[config.mk]
export PLATFORM = sky130hd
export DESIGN_NAME = audio_level_peak_tracker
export DESIGN_NICKNAME = d
export VERILOG_FILES = /design/src/rtl/alp_pkg.sv /design/src/rtl/alp_div.sv /design/src/rtl/alp_ctrl.sv /design/src/rtl/audio_level_peak_tracker.sv
export SDC_FILE = /design/constraint.sdc
export NUM_CORES = 1
export LEC_CHECK = 0
export BUFFER_PORTS_ARGS = -buffer_cell sky130_fd_sc_hd__buf_2
export CAP_MARGIN = 30
export CORE_UTILIZATION = 35
export CTS_CLUSTER_DIAMETER = 30
export DETAILED_ROUTE_END_ITERATION = 10
export MAX_ROUTING_LAYER = met4
export SLEW_MARGIN = 20
export SYNTH_ARGS = -nofsm -noshare
export SYNTH_HDL_FRONTEND = slang
export SYNTH_SLANG_ARGS = --single-unit
[constraint.sdc]
create_clock -name i_clk -period 18.1 [get_ports i_clk]
set_input_delay 1.81 -clock i_clk [delete_from_list [all_inputs] [get_ports i_clk]]
set_output_delay 1.81 -clock i_clk [all_outputs]
set_load 0.05 [all_outputs]
[src/rtl/alp_pkg.sv]
// Shared constants, types and sequencer states of the audio level peak tracker.
package alp_pkg;

    // Filter spans and baseline length
    localparam int AVG_SPAN   = 16;
    localparam int PEAK_SPAN  = 8;
    localparam int BASE_COUNT = 16;

    // Field and state widths
    localparam int LVL_W  = 10;
    localparam int FRAC_W = 16;
    localparam int EMA_W  = LVL_W + FRAC_W;
    localparam int SUM_W  = 18;
    localparam int CNT_W  = 8;
    localparam int PCT_W  = 8;

    // Shared divider: two quotient bits per cycle
    localparam int DIV_W      = 28;
    localparam int DIVR_W     = 10;
    localparam int DIV_STEPS  = DIV_W / 2;
    localparam int DIV_CNT_W  = $clog2(DIV_STEPS);

    // Mapping constants
    localparam int PCT_SCALE   = 100;
    localparam int INFLATE_TOP = 1024;
    localparam int PROD_W      = 17;

    // Configuration register indexes and reset values
    localparam logic CFG_ALL_BANDS = 1'b0;
    localparam logic CFG_THRESHOLD = 1'b1;
    localparam logic [LVL_W-1:0] THRESHOLD_RESET = LVL_W'(50);

    typedef enum logic [3:0] {
        S_IDLE,
        S_BASE,
        S_BASE_DIV,
        S_BASE_WAIT,
        S_LISTEN,
        S_PEAK_DIV,
        S_PEAK_WAIT,
        S_AVG_DIV,
        S_AVG_WAIT,
        S_HIST,
        S_PCT_DIV,
        S_PCT_WAIT,
        S_FIN
    } t_state;

    typedef struct packed {
        logic              start;
        logic [DIV_W-1:0]  dividend;
        logic [DIVR_W-1:0] divisor;
    } t_div_req;

    typedef struct packed {
        logic             done;
        logic [DIV_W-1:0] quotient;
    } t_div_rsp;

    typedef struct packed {
        logic             valid;
        logic [PCT_W-1:0] percent;
        logic             span_invalid;
        logic             baseline_done;
    } t_result;

endpackage

[src/rtl/alp_div.sv]
// Shared restoring divider, two quotient bits per cycle.
module alp_div (
    input  logic              i_clk,
    input  logic              i_rst_n,
    input  alp_pkg::t_div_req i_req,
    output alp_pkg::t_div_rsp o_rsp
);

    logic                            r_busy;
    logic                            r_done;
    logic [alp_pkg::DIV_CNT_W-1:0]   r_cnt;
    logic [alp_pkg::DIV_W-1:0]       r_quo;
    logic [alp_pkg::DIVR_W-1:0]      r_rem;
    logic [alp_pkg::DIVR_W-1:0]      r_div;
    logic [alp_pkg::DIV_W-1:0]       n_quo;
    logic [alp_pkg::DIVR_W-1:0]      n_rem;
    logic                            last_step;

    assign last_step = (r_cnt == alp_pkg::DIV_CNT_W'(alp_pkg::DIV_STEPS - 1));

    // Two compare-subtract steps on the partial remainder
    always_comb begin
        logic [alp_pkg::DIVR_W:0] trial;
        n_quo = r_quo;
        n_rem = r_rem;
        for (int k = 0; k < 2; k++) begin
            trial = {n_rem, n_quo[alp_pkg::DIV_W-1]};
            n_quo = {n_quo[alp_pkg::DIV_W-2:0], 1'b0};
            if (trial >= {1'b0, r_div}) begin
                n_rem    = alp_pkg::DIVR_W'(trial - {1'b0, r_div});
                n_quo[0] = 1'b1;
            end else begin
                n_rem = trial[alp_pkg::DIVR_W-1:0];
            end
        end
    end

    // Control: load on start, count steps, pulse done
    always_ff @(posedge i_clk) begin
        if (!i_rst_n) begin
            r_busy <= 1'b0;
            r_done <= 1'b0;
            r_cnt  <= '0;
        end else begin
            r_done <= r_busy && last_step;
            if (i_req.start) begin
                r_busy <= 1'b1;
                r_cnt  <= '0;
            end else if (r_busy) begin
                r_cnt <= r_cnt + 1'b1;
                if (last_step) begin
                    r_busy <= 1'b0;
                end
            end
        end
    end

    // Datapath
    always_ff @(posedge i_clk) begin
        if (i_req.start) begin
            r_quo <= i_req.dividend;
            r_rem <= '0;
            r_div <= i_req.divisor;
        end else if (r_busy) begin
            r_quo <= n_quo;
            r_rem <= n_rem;
        end
    end

    assign o_rsp.done     = r_done;
    assign o_rsp.quotient = r_quo;

endmodule

[src/rtl/alp_ctrl.sv]
// Sequencer and tracking state: baseline, averages, history and percent mapping.
module alp_ctrl (
    input  logic                       i_clk,
    input  logic                       i_rst_n,
    input  logic                       i_in_valid,
    input  logic                       i_operation,
    input  logic [alp_pkg::LVL_W-1:0]  i_level,
    input  logic [alp_pkg::LVL_W-1:0]  i_threshold,
    input  logic                       i_out_free,
    output logic                       o_in_ready,
    output alp_pkg::t_div_req          o_div_req,
    input  alp_pkg::t_div_rsp          i_div_rsp,
    output alp_pkg::t_result           o_result
);

    alp_pkg::t_state                r_state;
    alp_pkg::t_state                n_state;

    logic [alp_pkg::LVL_W-1:0]      r_level;
    logic [alp_pkg::EMA_W-1:0]      r_level_average;
    logic [alp_pkg::EMA_W-1:0]      r_peak_average;
    logic [alp_pkg::LVL_W-1:0]      r_prev;
    logic [alp_pkg::LVL_W-1:0]      r_prev2;
    logic                           r_toggle;
    logic [alp_pkg::SUM_W-1:0]      r_base_sum;
    logic [alp_pkg::LVL_W-1:0]      r_base_max;
    logic [alp_pkg::CNT_W-1:0]      r_base_count;
    logic [alp_pkg::PCT_W-1:0]      r_pct;
    logic                           r_inv;
    logic                           r_done;

    logic [alp_pkg::SUM_W-1:0]      base_sum_new;
    logic [alp_pkg::LVL_W-1:0]      base_max_new;
    logic [alp_pkg::CNT_W-1:0]      base_count_new;
    logic                           base_complete;
    logic [alp_pkg::LVL_W:0]        inflate_gap;
    logic [alp_pkg::LVL_W-1:0]      inflated;
    logic                           local_max;
    logic [alp_pkg::LVL_W-1:0]      lvl_thr;
    logic [alp_pkg::LVL_W-1:0]      avg_int;
    logic [alp_pkg::LVL_W-1:0]      peak_int;
    logic                           span_ok;
    logic [alp_pkg::PROD_W-1:0]     pct_prod;
    logic [alp_pkg::PCT_W-1:0]      pct_sat;

    // Dividend of one filter step: twice the distance to the target
    function automatic logic [alp_pkg::DIV_W-1:0] ema_dividend(
        logic [alp_pkg::EMA_W-1:0] e,
        logic [alp_pkg::LVL_W-1:0] tgt
    );
        logic [alp_pkg::EMA_W-1:0] t;
        logic [alp_pkg::EMA_W-1:0] diff;
        t    = {tgt, alp_pkg::FRAC_W'(0)};
        diff = (t >= e) ? (t - e) : (e - t);
        return alp_pkg::DIV_W'({diff, 1'b0});
    endfunction

    // Move the average by the quotient toward the target
    function automatic logic [alp_pkg::EMA_W-1:0] ema_update(
        logic [alp_pkg::EMA_W-1:0] e,
        logic [alp_pkg::LVL_W-1:0] tgt,
        logic [alp_pkg::DIV_W-1:0] q
    );
        logic [alp_pkg::EMA_W-1:0] t;
        logic [alp_pkg::EMA_W-1:0] mag;
        t   = {tgt, alp_pkg::FRAC_W'(0)};
        mag = q[alp_pkg::EMA_W-1:0];
        return (t >= e) ? (e + mag) : (e - mag);
    endfunction

    // Baseline accumulation
    assign base_sum_new   = r_base_sum + alp_pkg::SUM_W'(r_level);
    assign base_max_new   = (r_level > r_base_max) ? r_level : r_base_max;
    assign base_count_new = r_base_count + alp_pkg::CNT_W'(1);
    assign base_complete  = (base_count_new >= alp_pkg::CNT_W'(alp_pkg::BASE_COUNT));

    // Peak target and local maximum detection
    assign inflate_gap = (alp_pkg::LVL_W+1)'(alp_pkg::INFLATE_TOP) - {1'b0, r_level};
    assign inflated    = alp_pkg::LVL_W'((inflate_gap >> 2) + {1'b0, r_level});
    assign local_max   = (r_level < r_prev) && (r_prev > r_prev2) &&
                         ({r_level, alp_pkg::FRAC_W'(0)} > r_level_average);

    // Percent mapping between the integer parts
    assign lvl_thr  = (r_level < i_threshold) ? '0 : r_level;
    assign avg_int  = r_level_average[alp_pkg::EMA_W-1:alp_pkg::FRAC_W];
    assign peak_int = r_peak_average[alp_pkg::EMA_W-1:alp_pkg::FRAC_W];
    assign span_ok  = (peak_int > avg_int);
    assign pct_prod = alp_pkg::PROD_W'(lvl_thr - avg_int) *
                      alp_pkg::PROD_W'(alp_pkg::PCT_SCALE);
    assign pct_sat  = (|i_div_rsp.quotient[alp_pkg::DIV_W-1:alp_pkg::PCT_W]) ?
                      '1 : i_div_rsp.quotient[alp_pkg::PCT_W-1:0];

    // Next state
    always_comb begin
        n_state = r_state;
        unique case (r_state)
            alp_pkg::S_IDLE: begin
                if (i_in_valid) begin
                    n_state = i_operation ? alp_pkg::S_BASE : alp_pkg::S_LISTEN;
                end
            end
            alp_pkg::S_BASE: begin
                n_state = base_complete ? alp_pkg::S_BASE_DIV : alp_pkg::S_FIN;
            end
            alp_pkg::S_BASE_DIV: n_state = alp_pkg::S_BASE_WAIT;
            alp_pkg::S_BASE_WAIT: begin
                if (i_div_rsp.done) begin
                    n_state = alp_pkg::S_FIN;
                end
            end
            alp_pkg::S_LISTEN: begin
                if (local_max) begin
                    n_state = alp_pkg::S_PEAK_DIV;
                end else begin
                    n_state = r_toggle ? alp_pkg::S_AVG_DIV : alp_pkg::S_HIST;
                end
            end
            alp_pkg::S_PEAK_DIV: n_state = alp_pkg::S_PEAK_WAIT;
            alp_pkg::S_PEAK_WAIT: begin
                if (i_div_rsp.done) begin
                    n_state = r_toggle ? alp_pkg::S_AVG_DIV : alp_pkg::S_HIST;
                end
            end
            alp_pkg::S_AVG_DIV: n_state = alp_pkg::S_AVG_WAIT;
            alp_pkg::S_AVG_WAIT: begin
                if (i_div_rsp.done) begin
                    n_state = alp_pkg::S_HIST;
                end
            end
            alp_pkg::S_HIST: begin
                n_state = (span_ok && (lvl_thr > avg_int)) ? alp_pkg::S_PCT_DIV
                                                          : alp_pkg::S_FIN;
            end
            alp_pkg::S_PCT_DIV: n_state = alp_pkg::S_PCT_WAIT;
            alp_pkg::S_PCT_WAIT: begin
                if (i_div_rsp.done) begin
                    n_state = alp_pkg::S_FIN;
                end
            end
            alp_pkg::S_FIN: begin
                if (i_out_free) begin
                    n_state = alp_pkg::S_IDLE;
                end
            end
            default: n_state = alp_pkg::S_IDLE;
        endcase
    end

    // Outputs: handshake, divider request, result
    always_comb begin
        o_in_ready         = (r_state == alp_pkg::S_IDLE);
        o_div_req.start    = 1'b0;
        o_div_req.dividend = '0;
        o_div_req.divisor  = '0;
        unique case (r_state)
            alp_pkg::S_BASE_DIV: begin
                o_div_req.start    = 1'b1;
                o_div_req.dividend = alp_pkg::DIV_W'(r_base_sum);
                o_div_req.divisor  = alp_pkg::DIVR_W'(alp_pkg::BASE_COUNT);
            end
            alp_pkg::S_PEAK_DIV: begin
                o_div_req.start    = 1'b1;
                o_div_req.dividend = ema_dividend(r_peak_average, inflated);
                o_div_req.divisor  = alp_pkg::DIVR_W'(alp_pkg::PEAK_SPAN + 1);
            end
            alp_pkg::S_AVG_DIV: begin
                o_div_req.start    = 1'b1;
                o_div_req.dividend = ema_dividend(r_level_average, r_level);
                o_div_req.divisor  = alp_pkg::DIVR_W'(alp_pkg::AVG_SPAN + 1);
            end
            alp_pkg::S_PCT_DIV: begin
                o_div_req.start    = 1'b1;
                o_div_req.dividend = alp_pkg::DIV_W'(pct_prod);
                o_div_req.divisor  = peak_int - avg_int;
            end
            default: begin
                o_div_req.start = 1'b0;
            end
        endcase
        o_result.valid         = (r_state == alp_pkg::S_FIN) && i_out_free;
        o_result.percent       = r_pct;
        o_result.span_invalid  = r_inv;
        o_result.baseline_done = r_done;
    end

    // Tracking state
    always_ff @(posedge i_clk) begin
        if (!i_rst_n) begin
            r_state         <= alp_pkg::S_IDLE;
            r_level_average <= '0;
            r_peak_average  <= '0;
            r_prev          <= '0;
            r_prev2         <= '0;
            r_toggle        <= 1'b1;
            r_base_sum      <= '0;
            r_base_max      <= '0;
            r_base_count    <= '0;
        end else begin
            r_state <= n_state;
            unique case (r_state)
                alp_pkg::S_BASE: begin
                    r_base_sum   <= base_sum_new;
                    r_base_max   <= base_max_new;
                    r_base_count <= base_count_new;
                end
                alp_pkg::S_BASE_WAIT: begin
                    if (i_div_rsp.done) begin
                        r_level_average <= {i_div_rsp.quotient[alp_pkg::LVL_W-1:0],
                                            alp_pkg::FRAC_W'(0)};
                        r_peak_average  <= {r_base_max, alp_pkg::FRAC_W'(0)};
                        r_base_sum      <= '0;
                        r_base_max      <= '0;
                        r_base_count    <= '0;
                    end
                end
                alp_pkg::S_PEAK_WAIT: begin
                    if (i_div_rsp.done) begin
                        r_peak_average <= ema_update(r_peak_average, inflated,
                                                     i_div_rsp.quotient);
                    end
                end
                alp_pkg::S_AVG_WAIT: begin
                    if (i_div_rsp.done) begin
                        r_level_average <= ema_update(r_level_average, r_level,
                                                      i_div_rsp.quotient);
                    end
                end
                alp_pkg::S_HIST: begin
                    r_toggle <= ~r_toggle;
                    r_prev2  <= r_prev;
                    r_prev   <= r_level;
                end
                default: begin
                    r_toggle <= r_toggle;
                end
            endcase
        end
    end

    // Captured level and result fields
    always_ff @(posedge i_clk) begin
        unique case (r_state)
            alp_pkg::S_IDLE: begin
                if (i_in_valid) begin
                    r_level <= i_level;
                end
            end
            alp_pkg::S_BASE: begin
                r_pct  <= '0;
                r_inv  <= 1'b0;
                r_done <= 1'b0;
            end
            alp_pkg::S_BASE_WAIT: begin
                if (i_div_rsp.done) begin
                    r_done <= 1'b1;
                end
            end
            alp_pkg::S_HIST: begin
                r_pct  <= '0;
                r_inv  <= ~span_ok;
                r_done <= 1'b0;
            end
            alp_pkg::S_PCT_WAIT: begin
                if (i_div_rsp.done) begin
                    r_pct <= pct_sat;
                end
            end
            default: begin
                r_pct <= r_pct;
            end
        endcase
    end

endmodule

[src/rtl/audio_level_peak_tracker.sv]
// Top level of the audio level peak tracker: ports, configuration, level select, result register.
//
//  channel  | signals                                        | transfer when
//  ---------+------------------------------------------------+--------------------------
//  input    | i_in_valid, o_in_ready, i_operation, i_band_*  | i_in_valid & o_in_ready
//  output   | o_out_valid, i_out_ready, o_brightness_percent,| o_out_valid & i_out_ready
//           | o_span_invalid, o_baseline_done                |
//  config   | i_cfg_we, i_cfg_index, i_cfg_data              | i_cfg_we
//
// One item at a time. A baseline item passes through the shared divider once when it
// completes the baseline; a listen item makes up to three passes through the shared
// divider (peak filter, average filter, percent).
// Reset is synchronous, active low, and restores the register defaults.
// A held result does not block the next item; the sequencer waits only when a
// new result is ready and the output register is still full.
module audio_level_peak_tracker (
    input  logic                              i_clk,
    input  logic                              i_rst_n,
    input  logic                              i_in_valid,
    output logic                              o_in_ready,
    input  logic                              i_operation,
    input  logic [alp_pkg::LVL_W-1:0]         i_band_0,
    input  logic [alp_pkg::LVL_W-1:0]         i_band_1,
    input  logic [alp_pkg::LVL_W-1:0]         i_band_2,
    input  logic [alp_pkg::LVL_W-1:0]         i_band_3,
    input  logic [alp_pkg::LVL_W-1:0]         i_band_4,
    input  logic [alp_pkg::LVL_W-1:0]         i_band_5,
    input  logic [alp_pkg::LVL_W-1:0]         i_band_6,
    output logic                              o_out_valid,
    input  logic                              i_out_ready,
    output logic [alp_pkg::PCT_W-1:0]         o_brightness_percent,
    output logic                              o_span_invalid,
    output logic                              o_baseline_done,
    input  logic                              i_cfg_we,
    input  logic                              i_cfg_index,
    input  logic [alp_pkg::LVL_W-1:0]         i_cfg_data
);

    logic                          r_all_bands;
    logic [alp_pkg::LVL_W-1:0]     r_level_threshold;
    logic                          r_out_valid;
    logic [alp_pkg::PCT_W-1:0]     r_pct;
    logic                          r_inv;
    logic                          r_done;

    logic [alp_pkg::LVL_W-1:0]     level;
    logic                          out_free;
    alp_pkg::t_div_req             div_req;
    alp_pkg::t_div_rsp             div_rsp;
    alp_pkg::t_result              result;

    // Configuration writes
    always_ff @(posedge i_clk) begin
        if (!i_rst_n) begin
            r_all_bands       <= 1'b0;
            r_level_threshold <= alp_pkg::THRESHOLD_RESET;
        end else if (i_cfg_we) begin
            unique case (i_cfg_index)
                alp_pkg::CFG_ALL_BANDS: r_all_bands       <= i_cfg_data[0];
                alp_pkg::CFG_THRESHOLD: r_level_threshold <= i_cfg_data;
                default:                r_all_bands       <= r_all_bands;
            endcase
        end
    end

    // Level: band 0, or the largest band
    always_comb begin
        logic [alp_pkg::LVL_W-1:0] bands [6];
        bands[0] = i_band_1;
        bands[1] = i_band_2;
        bands[2] = i_band_3;
        bands[3] = i_band_4;
        bands[4] = i_band_5;
        bands[5] = i_band_6;
        level    = i_band_0;
        if (r_all_bands) begin
            for (int k = 0; k < 6; k++) begin
                if (bands[k] > level) begin
                    level = bands[k];
                end
            end
        end
    end

    assign out_free = !r_out_valid || i_out_ready;

    alp_ctrl u_ctrl (
        .i_clk       (i_clk),
        .i_rst_n     (i_rst_n),
        .i_in_valid  (i_in_valid),
        .i_operation (i_operation),
        .i_level     (level),
        .i_threshold (r_level_threshold),
        .i_out_free  (out_free),
        .o_in_ready  (o_in_ready),
        .o_div_req   (div_req),
        .i_div_rsp   (div_rsp),
        .o_result    (result)
    );

    alp_div u_div (
        .i_clk   (i_clk),
        .i_rst_n (i_rst_n),
        .i_req   (div_req),
        .o_rsp   (div_rsp)
    );

    // Output register: hold until transfer
    always_ff @(posedge i_clk) begin
        if (!i_rst_n) begin
            r_out_valid <= 1'b0;
        end else if (result.valid) begin
            r_out_valid <= 1'b1;
        end else if (i_out_ready) begin
            r_out_valid <= 1'b0;
        end
    end

    always_ff @(posedge i_clk) begin
        if (result.valid) begin
            r_pct  <= result.percent;
            r_inv  <= result.span_invalid;
            r_done <= result.baseline_done;
        end
    end

    assign o_out_valid          = r_out_valid;
    assign o_brightness_percent = r_pct;
    assign o_span_invalid       = r_inv;
    assign o_baseline_done      = r_done;

endmodule

### Yosys cells after proc, flatten, opt, wreduce, memory -nomap -nowiden

Cells that the tools add are included.

| operators by class | value |
|---|---|
| add/subtract/negate cells | 17 |
| $mul | 1 |
| magnitude comparators | 18 |
| equal/unequal tests | 21 |
| muxes and demuxes | 60 |
| bitwise gates (word level) | 4 |
| reductions and logical operators | 31 |

Operators with widths:

| kind | number |
|---|---|
| $mux 26 | 8 |
| $mux 10 | 17 |
| $sub 26x26->26 | 6 |
| $pmux 37 s4 | 1 |
| $pmux 26 s2 | 2 |
| $gt 10x10->1 | 10 |
| $mux 28 | 2 |
| $add 26x26->26 | 2 |
| $ge 26x26->1 | 2 |
| $pmux 4 s12 | 1 |
| $pmux 18 s2 | 1 |
| $mux 4 | 8 |
| $pmux 8 s2 | 2 |
| $sub 10x10->10 | 3 |
| $gt 26x26->1 | 1 |
| $eq 4x4->1 const B | 6 |
| $mux 8 | 3 |
| $ge 11x10->1 | 2 |
| $lt 10x10->1 | 2 |
| $pmux 10 s2 | 1 |
| $reduce_or 20->1 | 1 |
| $add 18x10->18 | 1 |
| $mux 18 | 1 |
| $mul 17x5->15 const B | 1 |
| other kinds (25) | 68 |

| word-level totals | value |
|---|---|
| register bits after elaboration | 209 |
| input bits | 87 |
| output and inout bits | 12 |
| logic and storage cells | 177 |

### Depth between registers and ports, before layout

Gate-level depths: netlist (run 1).

| depth | value |
|---|---|
| word-level depth | 18 |
| gate-level depth with buffers | 69 |

### Modules after synthesis

From an unflattened synthesis (run 1), not the netlist that was laid out.

| second synthesis, totals | value |
|---|---|
| cells, all modules | 2660 |
| area total of the unflattened synthesis | 21768.4 um^2 |

By module, submodules not included:

| module | instances | cells each | area each (um^2) |
|---|---|---|---|
| alp_ctrl | 1 | 1937 | 15036.9 |
| audio_level_peak_tracker | 1 | 428 | 3419.5 |
| alp_div | 1 | 295 | 3311.9 |

### Worst setup path before layout (run 1)

OpenSTA, ideal clock, no wires.

| timing | value |
|---|---|
| path kind | input port to flip-flop |
| start | input i_band_0[5] in the netlist's numbering |
| end | register u_ctrl.r_level[3] in the netlist's numbering (data pin) |
| library setup time | 0.256 ns |
| data arrival time | 13.295 ns |
| required time | 17.844 ns |
| setup slack | 4.549 ns |
| cell stages on the path | 64 |
| buffers on the path | 6 |
| cell sequence | inv_1 ha_1 nand4_1 a211oi_2 a2111oi_4 nor2_1 buf_1 mux2i_1 ha_1 a21o_1 a221oi_1 o21a_1 o21ai_2 a2bb2oi_2 buf_6 mux2i_1 inv_1 ha_1 (+28 left out) o21ai_0 o21ai_0 or3b_2 a32o_1 o211ai_1 buf_2 mux2_2 ha_1 a21o_1 a21o_1 a21oi_1 nor2_1 a2111oi_0 a31oi_1 clkbuf_1 nand3_1 o21ai_0 a31o_2 |

| on the way | value |
|---|---|
| word-level cells in the longest chain between the ends | 18 |

Ends and longest elaborated chain:

| item | RTL line | RTL |
|---|---|---|
| start, declared | audio_level_peak_tracker.sv:22 | `input logic [alp_pkg::LVL_W-1:0] i_band_0,` |
| $gt 10x10->1 | audio_level_peak_tracker.sv:78 | `if (bands[k] > level) begin` |
| $mux 10 * | audio_level_peak_tracker.sv:78 |  |
| $mux 10 * | audio_level_peak_tracker.sv:76 | `if (r_all_bands) begin` |
| $gt 10x10->1 | audio_level_peak_tracker.sv:78 |  |
| $mux 10 * | audio_level_peak_tracker.sv:78 |  |
| $mux 10 * | audio_level_peak_tracker.sv:76 |  |
| $gt 10x10->1 | audio_level_peak_tracker.sv:78 |  |
| $mux 10 * | audio_level_peak_tracker.sv:78 |  |
| (+3 left out) | - |  |
| $mux 10 * | audio_level_peak_tracker.sv:76 |  |
| $gt 10x10->1 | audio_level_peak_tracker.sv:78 |  |
| $mux 10 * | audio_level_peak_tracker.sv:78 |  |
| $mux 10 * | audio_level_peak_tracker.sv:76 |  |
| $gt 10x10->1 | audio_level_peak_tracker.sv:78 |  |
| $mux 10 * | audio_level_peak_tracker.sv:78 |  |
| $mux 10 * | audio_level_peak_tracker.sv:76 |  |
| net level, one bit | audio_level_peak_tracker.sv:46 | `logic [alp_pkg::LVL_W-1:0] level;` |
| end signal, assigned | alp_ctrl.sv:245 | `r_level <= i_level;` |
| end, declared | alp_ctrl.sv:19 | `logic [alp_pkg::LVL_W-1:0] r_level;` |

Mark *: on every way through the listed nets, which the timed path passes. The rest lies on a longest branch. The select of a mux whose other input is x is not followed.
A chain may end at the register's enable or synchronous reset.

### Final worst setup path (run 1)

| timing | value |
|---|---|
| start | input i_band_0[4] in the netlist's numbering |
| end | register u_ctrl.r_level[1] in the netlist's numbering (data pin) |

Same word-level chain as after synthesis.

==> results.toml, run 1 <==
[power_and_ir_drop]
p_leak_nw = 10.45
ir_worst_vdd_uv = 164.5
p_sw_mw = 2.270
clkPwrFrac_pct = 21.4
p_per_area_nw_per_um2 = 201.7
power.share.sequential_pct = 15.4
intPower_mw = 2.613
p_comb_share_pct = 63.2
p_sw_share_pct = 46.49

[global_route]
grt_pass1_vias = 18830
grt_use_total_pct = 22.51
grt_remaining_overflow = 0
grt_max_degree = 86
antenna_found_initial = 0
grt_pass1_wl_um = 104400

[placement]
dp_cells = 3413
numPortBuffers = 98
place.gp.congestion = 0.9390
pre_cts_slack_ns = 1.840
postPlaceCellArea_um2 = 22120
dp_hpwl_um = 51100

[yosys]
synthCells = 2624
synth-seq-cells = 209
synth_edf_count = 68
synth_area_um2 = 20860
synth_async_sr_flop_share_pct = 0
syn_nets = 3002
synth.avg_cell_area_um2 = 7.949
ys.flop_type = "dfxtp_1"
synthDistinctLibCells = 83
synth.yosys.warnings = 0
yosysSeqAreaShare_pct = 23.32

[critical_path]
critical_path.most_common_cell = "ha_1"
cp_slowest_cell = "a2bb2oi_2"
rr_worst_depth = 36
r2r_end = "u_ctrl.r_peak_average[24]$_SDFFE_PN0P_"
reg2reg_from = "u_ctrl.r_level[2]$_DFFE_PP_"
critPathRequiredTime_ns = 18.52
crit_path_start_kind = "input pin"
crit_type = "input pin to flip-flop"
end_kind = "flip-flop"
reg2reg_slack_ns = 8.89
crit_end = "u_ctrl.r_level[1]$_DFFE_PP_"
critPathArrivalTime_ns = 15.59
cp_max_fo = 11
slowest_delay_ns = 0.60
setup.worst_path.start = "i_band_0[4]"

[floorplan]
num_rows = 89
io_pins = 99
die_area_um2 = 60570
core_um2 = 58910
die_h_um = 246.1
dieWidth_um = 246.1
initial_core_util_pct = 35.41

[clock_network]
cts_tree = "yes"
cts_buffer_depth = 3
path_clk_slew_ns = 0.05
cts_inserted_buffers = 57
postCtsSetupRepairBufs = 0
cts-root-buf = "clkbuf_16"
cts_hold_buf = 0
cts_resized = 0
cts_sinks = 209
clock_latency_ns = 0.60
htreeDepth = 2

[sta]
worst_slack_ns = 2.927
fmax_mhz = 65.91
worstMarginPinSlew_ns = 1.041
tns_ns = 0
post-route-period-util_pct = 83.83
finalSetupViolCount = 0
finalMaxSlewViolations = 0
period_minus_slack_ns = 15.17
max_slew_margin_pct = 30.57
rsz0062_at_grt = "no"
finalHoldViolCount = 0
final.setup_skew_ns = 0.02333

[final_layout]
multiInputGateArea_um2 = 14720
area_growth_pct = 16.04
fin_util_pct = 41.09
drive_gt1_share_pct = 10.97
seq_area_um2 = 4865
nets = 3083
final_common_cell = "ha_1"
diodes = 0
final_cell_area_um2 = 24200
n_fill_cell = 5875
layoutNonFillerInstCount = 3526
final_cell_mix = "271 x ha_1, 244 x inv_1, 242 x nor2_1"

[run]
cap_violations = 0

[run_status]
status = "completed"

[routing]
first_iter_violations = 1562
dr_total_vias = 19390
avgRoutedWirePerCell_um = 18.95
drc = 0
vias_per_cell = 5.499
drt_pass1_iterations = 5
routed_wl_um = 66810
antenna_left = 0

[hold_path]
holdCritPathClass = "flip-flop to flip-flop"
-- layer usage --
| metal | up-vias | track usage, % | share of wire [%] | wire, um |
|---|---|---|---|---|
| li1 | 9453 | - | - | - |
| met2 | 610 | 35.38 | 45 | 30030 |
| met5 | - | - | 0 | 0 |
| met4 | 0 | 6.540 | 2.6 | 1765 |
| met1 | 9212 | 29.60 | 46 | 30810 |
| met3 | 115 | 3.584 | 6.3 | 4197 |
-- sequential cells by signal, indices dropped and copies added, names as in the netlist, 4 cells and up --
name	cells
u_ctrl.r_prev2	10
u_ctrl.r_prev	10
u_ctrl.r_pct	8
u_ctrl.r_base_sum	18
u_ctrl.r_level_average	26
u_div.r_cnt	4
u_ctrl.r_base_count	8
o_brightness_percent	8
u_ctrl.r_state	4
r_level_threshold	10
u_div.r_quo	28
u_div.r_div	10
u_ctrl.r_base_max	10
u_ctrl.r_level	10
u_div.r_rem	10
u_ctrl.r_peak_average	26
-- synthesized netlist by cell type (5+ instances only) --
master | count | share of area (%)
nand3b_1 | 8 | 0.29
nand2_1 | 241 | 4.3
o41ai_1 | 6 | 0.25
a21o_1 | 74 | 2.7
nor3_1 | 47 | 1.1
buf_1 | 9 | 0.16
a311oi_1 | 5 | 0.21
and4_1 | 5 | 0.21
nand4_1 | 25 | 0.75
mux2_2 | 25 | 1.3
a21oi_1 | 203 | 4.9
or2_2 | 17 | 0.51
xor2_1 | 74 | 3.1
nor2_1 | 243 | 4.4
o21bai_1 | 20 | 0.72
o211ai_1 | 15 | 0.54
a211oi_1 | 26 | 0.94
o22ai_1 | 26 | 0.78
nand3_1 | 49 | 1.2
nor4_1 | 6 | 0.18
inv_1 | 245 | 4.4
or4_1 | 6 | 0.22
nor2b_1 | 42 | 1.3
a221oi_1 | 10 | 0.42
ha_1 | 271 | 16
o21a_1 | 27 | 0.97
fa_1 | 20 | 1.9
and2_1 | 14 | 0.42
mux2i_1 | 59 | 2.8
o31a_1 | 9 | 0.38
a22oi_1 | 31 | 1.1
o21ai_0 | 130 | 3.1
a21boi_0 | 11 | 0.40
edfxtp_1 | 68 | 9.8
o221ai_1 | 14 | 0.59
dfxtp_1 | 141 | 14
xnor2_1 | 117 | 4.9
or3_1 | 19 | 0.57
o31ai_1 | 18 | 0.65
a31o_2 | 7 | 0.29
clkbuf_1 | 88 | 1.6
nand2b_1 | 49 | 1.5
a31oi_1 | 18 | 0.54
and3_1 | 19 | 0.57
-- worst max-delay path, delay by kind of cell --
kind	cells	cell delay, ns
fa+ha+maj	6	1.38
simple gates	19	4.16
mux	6	2.08
buf+inv	6	0.88
compound gates	25	5.28
-- logic make-up after synthesis --
kind of cell	after synthesis	synth area share, %
buffers and inverters	348	6.317
and+or+nand+nor	803	18.00
adders and majority gates	292	18.22
DFF	209	23.32
xor gates and xnor gates	191	8.020
muxes	86	4.355
AOI/OAI and AO/OA	695	21.76
-- per-stage QoR --
step	hold slack [ns]	total power [mW]
after CTS	0.4190	4.878
after floorplan	0.4003	3.062
after global placement	0.4031	3.737
after detailed placement	0.4075	3.798
after global routing	0.4211	5.302
final	0.4165	4.883
-- worst min path at each step --
stage / end / slack [ns] / startpoint / cells after the start
2_1_floorplan: o_baseline_done$_DFFE_PP_ / 0.40 / u_ctrl.r_done$_DFFE_PP_ / 0
3_3_place_gp: o_brightness_percent[5]$_DFFE_PP_ / 0.40 / u_ctrl.r_pct[5]$_SDFFCE_PN0P_ / 0
3_5_place_dp: o_brightness_percent[5]$_DFFE_PP_ / 0.41 / u_ctrl.r_pct[5]$_SDFFCE_PN0P_ / 0
4_1_cts: o_brightness_percent[5]$_DFFE_PP_ / 0.42 / u_ctrl.r_pct[5]$_SDFFCE_PN0P_ / 0
5_1_grt: o_brightness_percent[0]$_DFFE_PP_ / 0.42 / u_ctrl.r_pct[0]$_SDFFCE_PN0P_ / 0
6_report: o_brightness_percent[5]$_DFFE_PP_ / 0.42 / u_ctrl.r_pct[5]$_SDFFCE_PN0P_ / 0
-- area by class of cell --
class,instances,share of cell area [%]
clock buffers,59,6.054
clock inverters,48,2.254
inverters,247,3.836
multi-input cells,2067,60.81
flip-flops and latches,209,20.10
well taps,773,3.996
repair buffers,123,2.947
-- power by group through the flow --
| stage | registers (mW) | clock network (mW) | logic [mW] |
|---|---|---|---|
| 2_1_floorplan | 0.680 | 0 | 2.38 |
| 3_3_place_gp | 0.755 | 0 | 2.98 |
| 5_1_grt | 0.761 | 1.09 | 3.45 |
| 6_report | 0.751 | 1.05 | 3.08 |
| 3_5_place_dp | 0.758 | 0 | 3.04 |
| 4_1_cts | 0.751 | 1.06 | 3.06 |
No activity file was read; power rests on OpenSTA's default activity.
==> inputs of run 2 (changes only) <==
--- a/config.mk
+++ b/config.mk
@@ -5,6 +5,7 @@
 export SDC_FILE = /design/constraint.sdc
 export NUM_CORES = 1
 export LEC_CHECK = 0
+export ABC_AREA = 1
 export BUFFER_PORTS_ARGS = -buffer_cell sky130_fd_sc_hd__buf_2
 export CAP_MARGIN = 30
 export CORE_UTILIZATION = 35
==> constraint.sdc (replaced) <==
create_clock -name i_clk -period 14.35 [get_ports i_clk]
set_input_delay 1.435 -clock i_clk [delete_from_list [all_inputs] [get_ports i_clk]]
set_output_delay 1.435 -clock i_clk [all_outputs]
set_load 0.05 [all_outputs]
==> results.toml, run 2 <==
[yosys]
syn_nets = 3419
synthDistinctLibCells = 60
synth_compound_area_share_pct = 21.09
synthCells = 3041
yosysMostFrequentCell = "nand2_1"
synth_edf_count = 68
synth_top_family_by_area = "simple AND/OR/NAND/NOR gates"
netlist_top_cells_area = "ha_1 16%, dfxtp_1 14%, edfxtp_1 9.9%"
synth_area_um2 = 20680
synth-seq-cells = 209
synth_xor_area_share_pct = 3.812
yosysSeqAreaShare_pct = 23.53
ys.flop_type = "dfxtp_1"
yosys.area_share.simple_pct = 22.35
synth.yosys.warnings = 0
synth_adder_area_share_pct = 18.34
synth.avg_cell_area_um2 = 6.799
yosys-top-cells-count = "529 x nand2_1, 493 x inv_1, 332 x a21oi_1"
synth_top_area_cell = "ha_1"
synthMuxAreaShare_pct = 0.09682
synth_async_sr_flop_share_pct = 0
synth_top_cell_area_share_pct = 16.40

[final_layout]
area_growth_pct = 17.57
final_cell_mix = "528 x nand2_1, 492 x inv_1, 332 x a21oi_1"
reg_top3 = "u_div.r_quo x28, u_ctrl.r_level_average x26, u_ctrl.r_peak_average x26"
largest_reg_flops = 28
final_cell_area_um2 = 24310
top_register = "u_div.r_quo"
drive_gt1_share_pct = 9.429
n_fill_cell = 6078
final_common_cell = "nand2_1"
nets = 3529

[run]
cap_violations = 0

[sta]
final.setup_skew_ns = 0.02666
finalMaxSlewViolations = 0
tns_ns = 0
rsz0062_at_grt = "no"
worstMarginPinSlew_ns = 0.9326
finalSetupViolCount = 0
fmax_mhz = 93.83
post-route-period-util_pct = 74.27
finalHoldViolCount = 0
max_slew_margin_pct = 37.60
period_minus_slack_ns = 10.66

[routing]
drc = 0
dr_total_vias = 20450
routed_wl_um = 67580
drt_pass1_iterations = 6
vias_per_cell = 5.152
first_iter_violations = 1686
antenna_left = 0
avgRoutedWirePerCell_um = 17.02

[critical_path]
rr_worst_depth = 53
slowest_delay_ns = 0.61
cp_max_fo = 20
critPathRequiredTime_ns = 14.67
reg2reg_slack_ns = 4.76
critical_path.most_common_cell = "nand2_1"
end_kind = "flip-flop"
cp_slowest_cell = "a32o_1"
reg2reg_from = "u_ctrl.r_level[1]$_DFFE_PP_"
r2r_end = "u_ctrl.r_peak_average[24]$_SDFFE_PN0P_"
critPathArrivalTime_ns = 10.98
crit_path_start_kind = "input pin"
crit_type = "input pin to flip-flop"

[placement]
dp_hpwl_um = 52340
numPortBuffers = 98
postPlaceCellArea_um2 = 22010
place.gp.congestion = 0.9771

[floorplan]
core_um2 = 58030
die_area_um2 = 60050
io_pins = 99
initial_core_util_pct = 35.63
num_rows = 88
die_h_um = 245.1
dieWidth_um = 245.1

[clock_network]
cts_resized = 0
cts_sinks = 209
postCtsSetupRepairBufs = 0
path_clk_slew_ns = 0.04
cts_tree = "yes"
htreeDepth = 3
cts_inserted_buffers = 66
clock_latency_ns = 0.60
cts_hold_buf = 0
cts_buffer_depth = 3
cts-root-buf = "clkbuf_16"

[power_and_ir_drop]
ir_worst_vdd_uv = 177.0
p_leak_nw = 11.63
p_per_area_nw_per_um2 = 263.0

[run_status]
status = "completed"

[hold_path]
whs_endpoint = "o_span_invalid$_DFFE_PP_"
holdCritPathClass = "flip-flop to flip-flop"
hold_depth = 0
min_from = "u_ctrl.r_inv$_DFFE_PN_"

[global_route]
antenna_found_initial = 2
grt_remaining_overflow = 0
grt_pass1_wl_um = 106100
grt_max_degree = 59
grt_use_total_pct = 23.22
grt_pass1_vias = 19140
## run 2: changes by cell type after synthesis, moves of 49 or more
cell / before / now
a21o_1: 74 / 7
xnor2_1: 117 / 20
o21ai_0: 130 / 302
mux2i_1: 59 / 2
nand2b_1: 49 / 0
inv_1: 245 / 493
nand3_1: 49 / 103
nand2_1: 241 / 529
a21oi_1: 203 / 332
## run 2: kinds of logic (layout without fill, tap and decap cells)
kind of cell | count (synthesis) | after routing
buf+inv | 589 | 751
fa+ha+maj | 291 | 291
simple gates | 1069 | 1069
flops | 209 | 209
compound gates | 791 | 791
other cells | 0 | 2
xor+xnor | 90 | 90
mux | 2 | 2
## run 2: area by class of cell
class	instances	area (um2)	share of cell area (%)
Multi-Input combinational cell	2243	13590	55.90
Sequential cell	209	4865	20.01
Timing Repair Buffer	126	700.7	2.882
Antenna cell	2	5.005	0.02059
Clock inverter	33	371.6	1.529
Inverter	505	1896	7.798
Tap cell	765	957.2	3.938
Clock buffer	87	1926	7.922
## run 2: where the power goes
part	internal [mW]	switching, mW
combinational	1.39	2.61
sequential	0.766	0.138
clock	1.05	0.439
total	3.20	3.19
## run 2: critical path, delay by kind of cell
kind	cells	cell delay, ns
and+or+nand+nor	36	4.54
AOI/OAI and AO/OA	10	2.44
adders and majority gates	6	1.89
buffers and inverters	9	0.65
## run 2: stage by stage
| stage | setup slack (ns) | power, mW | utilization [%] | std cells | hold slack (ns) |
|---|---|---|---|---|---|
| final | 3.692 | 6.393 | 41.89 | 3970 | 0.4129 |
| after global routing | 2.520 | 7.012 | 41.89 | 3970 | 0.4206 |
| after global placement | 3.293 | 4.824 | 37.92 | 3848 | 0.4038 |
| after CTS | 3.748 | 6.372 | 41.88 | 3968 | 0.4149 |
| after floorplan | 4.827 | 3.860 | - | 3041 | 0.4003 |
| after detailed placement | 3.176 | 4.835 | 37.92 | 3848 | 0.4054 |
## run 2: worst max path at each step
stage                                  endpoint        start
floorplan           u_ctrl.r_level[0]$_DFFE_PP_  i_band_0[9]
global placement    u_ctrl.r_level[5]$_DFFE_PP_  i_band_0[9]
detailed placement  u_ctrl.r_level[1]$_DFFE_PP_  i_band_0[9]
CTS                 u_ctrl.r_level[6]$_DFFE_PP_  i_band_0[9]
global route        u_ctrl.r_level[8]$_DFFE_PP_  i_band_0[7]
finish              u_ctrl.r_level[6]$_DFFE_PP_  i_band_0[9]
## run 2: layer usage
layer  vias to the layer above  track usage (%)  share of wire, %  wire, um
met2                       647            36.01                44     29890
li1                      10430                -                 -         -
met5                         -                -                 0         0
met4                         0            8.676               3.1      2093
met3                       125            3.717               7.1      4773
met1                      9254            30.19                46     30830
